**config.mk**
```make
export PLATFORM = sky130hd
export DESIGN_NAME = scsa_size_decode
export DESIGN_NICKNAME = d
export VERILOG_FILES = /design/src/hw/rtl/size_class_slab_allocator_top_macros.svh /design/src/hw/rtl/scsa_pkg.sv /design/src/hw/rtl/scsa_size_decode.sv
export SDC_FILE = /design/constraint.sdc
export NUM_CORES = 1
export LEC_CHECK = 0
export BUFFER_PORTS_ARGS = -buffer_cell sky130_fd_sc_hd__clkbuf_2
export CAP_MARGIN = 30
export CORE_AREA = 2 2 39 41
export DETAILED_ROUTE_END_ITERATION = 7
export DIE_AREA = 0 0 41 43
export PLACE_DENSITY = 0.55
export SLEW_MARGIN = 10
export SYNTH_ARGS = -nofsm -noshare
export SYNTH_HDL_FRONTEND = slang
export SYNTH_SLANG_ARGS = --single-unit
```
**constraint.sdc**
```tcl
create_clock -name vclk -period 2.85
set_input_delay 0.57 -clock vclk [all_inputs]
set_output_delay 0.57 -clock vclk [all_outputs]
set_load 0.02 [all_outputs]
```
**src/hw/rtl/size_class_slab_allocator_top_macros.svh**
```systemverilog
// Assertion macros shared by the slab allocator RTL.
// Every macro samples on the rising edge of clock and is disabled while reset is high.
`ifndef SIZE_CLASS_SLAB_ALLOCATOR_TOP_MACROS_SVH
`define SIZE_CLASS_SLAB_ALLOCATOR_TOP_MACROS_SVH

// The consequent must hold in the same cycle as the antecedent.
`define SCSA_ASSERT(lbl, ant, cons, msg) \
   lbl: assert property (@(posedge clock) disable iff (reset) (ant) |-> (cons)) \
      else $error(msg);

// The consequent must hold in the cycle after the antecedent.
`define SCSA_ASSERT_NEXT(lbl, ant, cons, msg) \
   lbl: assert property (@(posedge clock) disable iff (reset) (ant) |=> (cons)) \
      else $error(msg);

`endif

```
**src/hw/rtl/scsa_pkg.sv**
```systemverilog
// Package for the size class slab allocator: status codes, sequencer states,
// page record layout and the slot count table. It depends on nothing else.
`default_nettype none
package scsa_pkg;

   localparam int PAGE_BYTES = 4096;
   localparam int MAX_SLOTS  = 512;
   localparam int PAGE_HDR   = 36;
   localparam int SLOT_HDR   = 8;
   localparam int MAX_REQ    = 1024;
   localparam int CLS_W      = 4;
   localparam int SLOT_W     = 9;
   localparam int TOP_W      = 10;
   localparam int ADDR_W     = 18;

   // A stack top with bit 9 set is the empty stack.
   localparam logic [TOP_W-1:0] SLOT_NULL = 10'd512;

   typedef enum logic [2:0] {
      STAT_OK        = 3'd0,
      STAT_ZERO      = 3'd1,
      STAT_TOO_LARGE = 3'd2,
      STAT_EXHAUSTED = 3'd3,
      STAT_BAD_FREE  = 3'd4
   } status_type;

   typedef enum logic [3:0] {
      ST_IDLE,
      ST_FCHK,
      ST_WCHK,
      ST_NEW,
      ST_POP,
      ST_POPL,
      ST_POPW,
      ST_ADDR,
      ST_FIX1_RD,
      ST_FIX1_WR,
      ST_FIX2_RD,
      ST_FIX2_WR,
      ST_DONE
   } state_type;

   typedef struct packed {
      logic [CLS_W-1:0]  cls;
      logic [SLOT_W-1:0] free_cnt;
      logic [SLOT_W-1:0] untouched;
      logic [TOP_W-1:0]  top;
   } meta_type;

   typedef struct packed {
      status_type        status;
      logic [CLS_W-1:0]  cls;
   } dec_type;

   typedef struct packed {
      logic              mode;
      logic [15:0]       request_size;
      logic [5:0]        free_page;
      logic [8:0]        free_slot;
   } req_type;

   typedef struct packed {
      logic [2:0]        status;
      logic [5:0]        granted_page;
      logic [8:0]        granted_slot;
      logic [17:0]       granted_address;
   } rsp_type;

   // Slots per page: (4096 - 36) / (8 + (2 << c)), never above 512.
   function automatic logic [SLOT_W-1:0] class_slots(input logic [CLS_W-1:0] c);
      logic [SLOT_W-1:0] n;
      case (c)
         4'd0:    n = 9'd406;
         4'd1:    n = 9'd338;
         4'd2:    n = 9'd253;
         4'd3:    n = 9'd169;
         4'd4:    n = 9'd101;
         4'd5:    n = 9'd56;
         4'd6:    n = 9'd29;
         4'd7:    n = 9'd15;
         4'd8:    n = 9'd7;
         4'd9:    n = 9'd3;
         4'd10:   n = 9'd1;
         default: n = 9'd0;
      endcase
      return n;
   endfunction

endpackage
`default_nettype wire

```
**src/hw/rtl/scsa_size_decode.sv**
```systemverilog
// Size decoder: maps a request size to its power-of-two class or an error status.
// Depends on scsa_pkg.
`default_nettype none
module scsa_size_decode #(
   parameter int NUM_CLASSES = 10
) (
   input  wire logic [15:0]        request_size,
   output scsa_pkg::dec_type       dec
);

   logic [15:0] less_one;
   logic [scsa_pkg::CLS_W-1:0] cls;

   always_comb begin
      less_one = request_size - 16'd1;
      cls = '0;
      // The class is the index of the top set bit of size minus one.
      for (int i = 1; i < 10; i++) begin
         if (less_one[i]) begin
            cls = scsa_pkg::CLS_W'(i);
         end
      end
      dec.cls = cls;
      if (request_size == 16'd0) begin
         dec.status = scsa_pkg::STAT_ZERO;
      end else if (request_size > 16'(scsa_pkg::MAX_REQ)) begin
         dec.status = scsa_pkg::STAT_TOO_LARGE;
      end else if (32'(cls) >= NUM_CLASSES) begin
         dec.status = scsa_pkg::STAT_TOO_LARGE;
      end else begin
         dec.status = scsa_pkg::STAT_OK;
      end
   end

endmodule
`default_nettype wire

```
==> summary.md, run 1 <==
| Metric | Value |
|---|---|
| Status | `finished, final reports clean` |
| Number of buffers added to fix hold violations after cts | `0` |
| Post-DP HPWL | `968 um` |
| Slowest stage delay, CP | `0.38 ns` |
| Avg Synthesized Cell Area | `6.72 sq um` |
| Maximum number of pins on one net before global-route repair | `8` |
| Setup crit end kind | `output pin` |
| FF+latch count | `0` |
| Effective utilization at floorplan | `0.277` |
| Hold worst-path end | `dec[4]` |
| Die width | `41 um` |
| Final Total Pwr | `72.9 uW` |
| Share of the yosys chip area belonging to registers | `0` |
| Number of maximum-capacitance constraint violations | `0` |
| Number of cells on the worst hold path | `3` |
| # rows | `14` |
| Top post-synthesis cells by area | `sky130_fd_sc_hd__or3_1, sky130_fd_sc_hd__mux2_2, sky130_fd_sc_hd__o31ai_1, sky130_fd_sc_hd__nor4_4, sky130_fd_sc_hd__a21oi_1` |
| Total routed wirelength | `1.08 mm` |
| Ordered cell list for the critical path | `clkbuf_2, nor4_1, mux2_2, nor4_1, a311oi_1, o31a_1, clkbuf_2` |
| CP top delay family | `simple AND/OR/NAND/NOR gates` |
| Post-synthesis cell area | `383 sq um` |
| Minimum clock period after layout | `2.75 ns` |
| Critical Setup Path Class | `in2out` |
| Layout clock buffers | `0` |
| Ys Warns | `0` |
| Number of failing hold endpoints at the final stage | `0` |
| Areal power density over the cells | `134 nW/um^2` |
| Drt drc | `0` |
| IO Pins | `23` |
| Fraction of layout cells with a size suffix above 1 | `0.427` |
| Area of the die | `1760 sq um` |
| Total congestion overflow after global routing | `0` |
| WP buf/inv | `2` |
| Final net count | `101` |
| Length of the first detailed-routing pass in iterations | `4` |
| Number of nets in the synthesized netlist | `74` |
| Quantity of I/O buffers inserted on ports | `22` |
| Sequential Area | `0 sq um` |
| Maximum fanout encountered on the critical timing path | `6` |
| Initial detailed-routing violation count | `4` |
| Final Wtd Congestion | `0.820` |
| Slowest CP cell | `sky130_fd_sc_hd__nor4_1` |
| Via count of the first global-routing pass | `413` |
| Multi-input logic area | `370 sq um` |
| CP required | `2.28 ns` |
| HP Class | `in2out` |
| Global-route wire length before repair | `1.61 mm` |
| Number of cells upsized or downsized after cts | `0` |
| Top cell type by total area after synthesis | `sky130_fd_sc_hd__or3_1` |
| Number of distinct library cells after synthesis | `32` |
| Final setup violation count | `0` |
| Startpoint type of the worst setup path | `input port` |
| Number of antenna violations at the first check in global routing | `0` |
| Post-DRT Antenna Nets | `0` |
| Fill cell instance count of the final layout | `162` |
| Global Route Usage Sum | `0.124` |
| Cell types with the highest counts after synthesis | `sky130_fd_sc_hd__nor2_1, sky130_fd_sc_hd__a21oi_1, sky130_fd_sc_hd__o21ai_0, sky130_fd_sc_hd__or3_1` |
| Count of final max-slew check failures | `0` |
| Cell leakage power | `0.000227 uW` |
| Number of cells produced by synthesis | `57` |
| Die boundary height | `43 um` |
| Startpoint of the worst hold path | `request_size[11]` |
| Synth top area share | `0.0654` |
| Final worst path period share | `0.966` |
| DR vias | `533` |
| Number of setup buffers added after CTS | `0` |
| Max Clk Rate | `363 MHz` |
| Maximum vdd drop | `40.8 uV` |
| Mean routed wirelength per cell | `11.0 um` |
| Data arrival at the endpoint of the critical path | `2.18 ns` |
| Accumulated negative setup slack | `0 ns` |
| RSZ-0062 raised after global routing | `false` |
| Average vias per placed instance | `5.44` |
| Floorplan core area | `1380 sq um` |
| Count leader, synth | `sky130_fd_sc_hd__nor2_1` |
| Area Growth Syn to Fin | `42.5%` |
| Antenna diode count | `0` |
## layer usage
| layer | vias up | GRT usage | routed length [um] |
|---|---|---|---|
| met5 | - | 0 | 0 |
| met1 | 243 | 0.152 | 421 |
| met4 | 0 | 0 | 0 |
| met3 | 0 | 0 | 84 |
| met2 | 17 | 0.238 | 568 |
| li1 | 273 | - | - |
## tightest hold or removal path, delay by kind of cell
| family | cells | cell delay, ns |
|---|---|---|
| buffers and inverters | 2 | 0.24 |
| and+or+nand+nor | 1 | 0.05 |
## cells by family after synthesis
family	Yosys count	synth area share
AND/OR/NAND/NOR	29	0.497
other	1	0.00979
multiplexers	2	0.0588
AO/OA/AOI/OAI	19	0.327
XOR/XNOR	1	0.0229
adder cells (fa/ha/maj)	1	0.0327
buffers and inverters	4	0.0523
## placed cells by master (no fill, tap or decap), types with 2 or more instances in the layout
cell type                  synthesis  final
sky130_fd_sc_hd__nor2_1            5      5
sky130_fd_sc_hd__mux2_2            2      2
sky130_fd_sc_hd__a21oi_1           4      4
sky130_fd_sc_hd__buf_4             1      5
sky130_fd_sc_hd__a31oi_1           2      2
sky130_fd_sc_hd__o21ai_0           4      3
sky130_fd_sc_hd__or3_1             4      3
sky130_fd_sc_hd__nor2b_1           3      3
sky130_fd_sc_hd__inv_1             2      2
sky130_fd_sc_hd__o31ai_1           3      3
sky130_fd_sc_hd__nor3_1            3      3
sky130_fd_sc_hd__nand2b_1          2      2
sky130_fd_sc_hd__nor4_1            3      3
sky130_fd_sc_hd__clkbuf_2          0     21
## worst max-delay path by stage
stage / start / to / slack, ns / cells after the start
2_1_floorplan: request_size[2] / dec[4] / 0.22 / 4
3_3_place_gp: request_size[0] / dec[1] / 0.08 / 8
3_5_place_dp: request_size[0] / dec[1] / 0.08 / 8
4_1_cts: request_size[0] / dec[1] / 0.08 / 8
5_1_grt: request_size[0] / dec[0] / 0.001 / 7
6_report: request_size[0] / dec[0] / 0.1 / 7
## cell type report
cell class | instances | area share
Inverter | 2 | 0.0138
Multi-Input combinational cell | 53 | 0.679
Tap cell | 16 | 0.0367
Timing Repair Buffer | 27 | 0.271
## through the flow
step                      area (sq um)  hold slack, ns  worst slack [ns]  instances  utilization
after floorplan                    383            1.23             0.225         57            -
after global placement             538            1.42            0.0789         98        0.389
after detailed placement           538            1.43            0.0804         98        0.389
after CTS                          538            1.43            0.0767         98        0.389
after global routing               546            1.45           0.00129         98        0.394
final                              546            1.42            0.0974         98        0.394
## report_power, final
| part | internal (uW) | switching (uW) |
|---|---|---|
| Sequential | 0 | 0 |
| Clock | 0 | 0 |
| Combinational | 32.9 | 40.0 |
| Total | 32.9 | 40.0 |
Power figures use the tool's default switching activity.
==> run 2, diff against run 1 <==
- ABC_AREA: unset -> 1
- GPL_ROUTABILITY_DRIVEN: unset -> 0
- PLACE_DENSITY: 0.55 -> 0.53
==> summary.md, run 2 <==
| Metric | Value |
|---|---|
| Sequential Area | `0 sq um` |
| Data arrival at the endpoint of the critical path | `1.84 ns` |
| Area Growth Syn to Fin | `34.1%` |
| Number of antenna violations at the first check in global routing | `0` |
| Status | `finished, final reports clean` |
| Cell mode on critical path | `sky130_fd_sc_hd__clkbuf_2` |
| Number of buffers added to fix hold violations after cts | `0` |
| Leading cell type in the layout, fill and taps excluded | `sky130_fd_sc_hd__clkbuf_2` |
| Post-DP HPWL | `678 um` |
| Die boundary height | `43 um` |
| CP required | `2.28 ns` |
| Count of final max-slew check failures | `0` |
| Ordered cell list for the critical path | `clkbuf_2, inv_1, ha_1, nand3_2, nor3_4, xnor2_1, nand2_2, nor2_1, clkbuf_2` |
| WP buf/inv | `3` |
| Critical Setup Path Class | `in2out` |
| Non-filler instance count after layout | `105` |
| Number of nets in the synthesized netlist | `85` |
| FF+latch count | `0` |
| DR vias | `427` |
| Final setup violation count | `0` |
| Total routed wirelength | `712 um` |
| Number of distinct library cells after synthesis | `20` |
| HP Class | `in2out` |
| Floorplan core area | `1380 sq um` |
| Layout clock buffers | `0` |
| Most frequent cells in the layout | `sky130_fd_sc_hd__clkbuf_2, sky130_fd_sc_hd__nand2_1, sky130_fd_sc_hd__nor2_1, sky130_fd_sc_hd__inv_1, sky130_fd_sc_hd__nand2_2` |
| Startpoint of the worst hold path | `request_size[10]` |
| Slowest CP cell | `sky130_fd_sc_hd__ha_1` |
| Cell leakage power | `0.000279 uW` |
| Instance count after placement with tap cells included | `105` |
| # rows | `14` |
| Post-synthesis cell area | `359 sq um` |
| Startpoint type of the worst setup path | `input port` |
| Areal power density over the cells | `120 nW/um^2` |
| Avg Synthesized Cell Area | `5.28 sq um` |
| Slowest stage delay, CP | `0.25 ns` |
| Final net count | `108` |
| Number of setup buffers added after CTS | `0` |
| Count leader, synth | `sky130_fd_sc_hd__nand2_1` |
| Average vias per placed instance | `4.07` |
| Minimum clock period after layout | `2.41 ns` |
| Global Route Usage Sum | `0.0982` |
| Drt drc | `0` |
| Antenna diode count | `0` |
| Area of the die | `1760 sq um` |
| CP top delay family | `simple AND/OR/NAND/NOR gates` |
| Maximum number of pins on one net before global-route repair | `6` |
| Max Clk Rate | `416 MHz` |
| RSZ-0062 raised after global routing | `false` |
| Final core occ | `0.348` |
| Ys Warns | `0` |
| Mean routed wirelength per cell | `6.78 um` |
| Number of maximum-capacitance constraint violations | `0` |
| Top post-synthesis cells by area | `sky130_fd_sc_hd__nand2_1, sky130_fd_sc_hd__nor2_1, sky130_fd_sc_hd__inv_1, sky130_fd_sc_hd__nand2_2, sky130_fd_sc_hd__xnor2_1` |
| Post-DRT Antenna Nets | `0` |
| IO Pins | `23` |
| Initial detailed-routing violation count | `4` |
| Number of cells upsized or downsized after cts | `0` |
| Die width | `41 um` |
| Maximum vdd drop | `33.5 uV` |
| Maximum fanout encountered on the critical timing path | `5` |
| Synth top area share | `0.220` |
| Startpoint of the most critical setup path | `request_size[0]` |
| Final worst path period share | `0.844` |
| Quantity of I/O buffers inserted on ports | `22` |
| Total congestion overflow after global routing | `0` |
| Fraction of layout cells with a size suffix above 1 | `0.382` |
| Length of the first detailed-routing pass in iterations | `3` |
| Top cell type by total area after synthesis | `sky130_fd_sc_hd__nand2_1` |
| Global-route wire length before repair | `1.32 mm` |
| Setup crit end kind | `output pin` |
| Share of the yosys chip area belonging to registers | `0` |
| Final Total Pwr | `57.8 uW` |
| Cell types with the highest counts after synthesis | `sky130_fd_sc_hd__nand2_1, sky130_fd_sc_hd__nor2_1, sky130_fd_sc_hd__inv_1` |
| Accumulated negative setup slack | `0 ns` |
| Via count of the first global-routing pass | `355` |
| Effective utilization at floorplan | `0.259` |
| Hold_ws | `1.41 ns` |
| Number of cells produced by synthesis | `68` |
| Number of failing hold endpoints at the final stage | `0` |
-- run 2: cell types whose count changed after synthesis, moves of 4 or more --
cell	change
sky130_fd_sc_hd__nand2_2	+4
sky130_fd_sc_hd__a21oi_1	-4
sky130_fd_sc_hd__inv_1	+7
sky130_fd_sc_hd__nor2_1	+8
sky130_fd_sc_hd__nand2_1	+20
sky130_fd_sc_hd__o21ai_0	-4
sky130_fd_sc_hd__or3_1	-4
-- run 2: routing by layer --
layer	routed length, um	up-vias	share of wire	global-route usage
li1	-	245	-	-
met1	359	167	0.50	0.137
met2	303	15	0.43	0.169
met3	49	0	0.069	0.00524
met4	0	0	0	0
met5	0	-	0	0
-- run 2: worst paths after layout --
path     end  slack [ns]  cells after the start
max   dec[2]        0.44                      9
min   dec[4]        1.41                      3
-- run 2: cell families after synthesis --
| kind of cell | Yosys count | synth area share |
|---|---|---|
| compound gates | 2 | 0.0348 |
| other cells | 1 | 0.0104 |
| fa+ha+maj | 1 | 0.0348 |
| xor+xnor | 4 | 0.139 |
| buf+inv | 11 | 0.125 |
| simple gates | 49 | 0.655 |
-- run 2: through the flow --
stage	worst slack (ns)	cell area (sq um)
floorplan	0.508	359
global placement	0.469	482
detailed placement	0.435	482
CTS	0.439	482
global route	0.294	482
finish	0.445	482
-- run 2: final cells by class --
| class | count | area (sq um) |
|---|---|---|
| Multi-Input combinational cell | 57 | 314 |
| Timing Repair Buffer | 22 | 110 |
| Tap cell | 16 | 20.0 |
| Inverter | 10 | 37.5 |
| Fill cell | 161 | 902 |
-- run 2: power by group --
part	switching (uW)	leakage [uW]	internal, uW
registers	0	0	0
clock network	0	0	0
logic	34.4	0.000279	23.4
total	34.4	0.000279	23.4
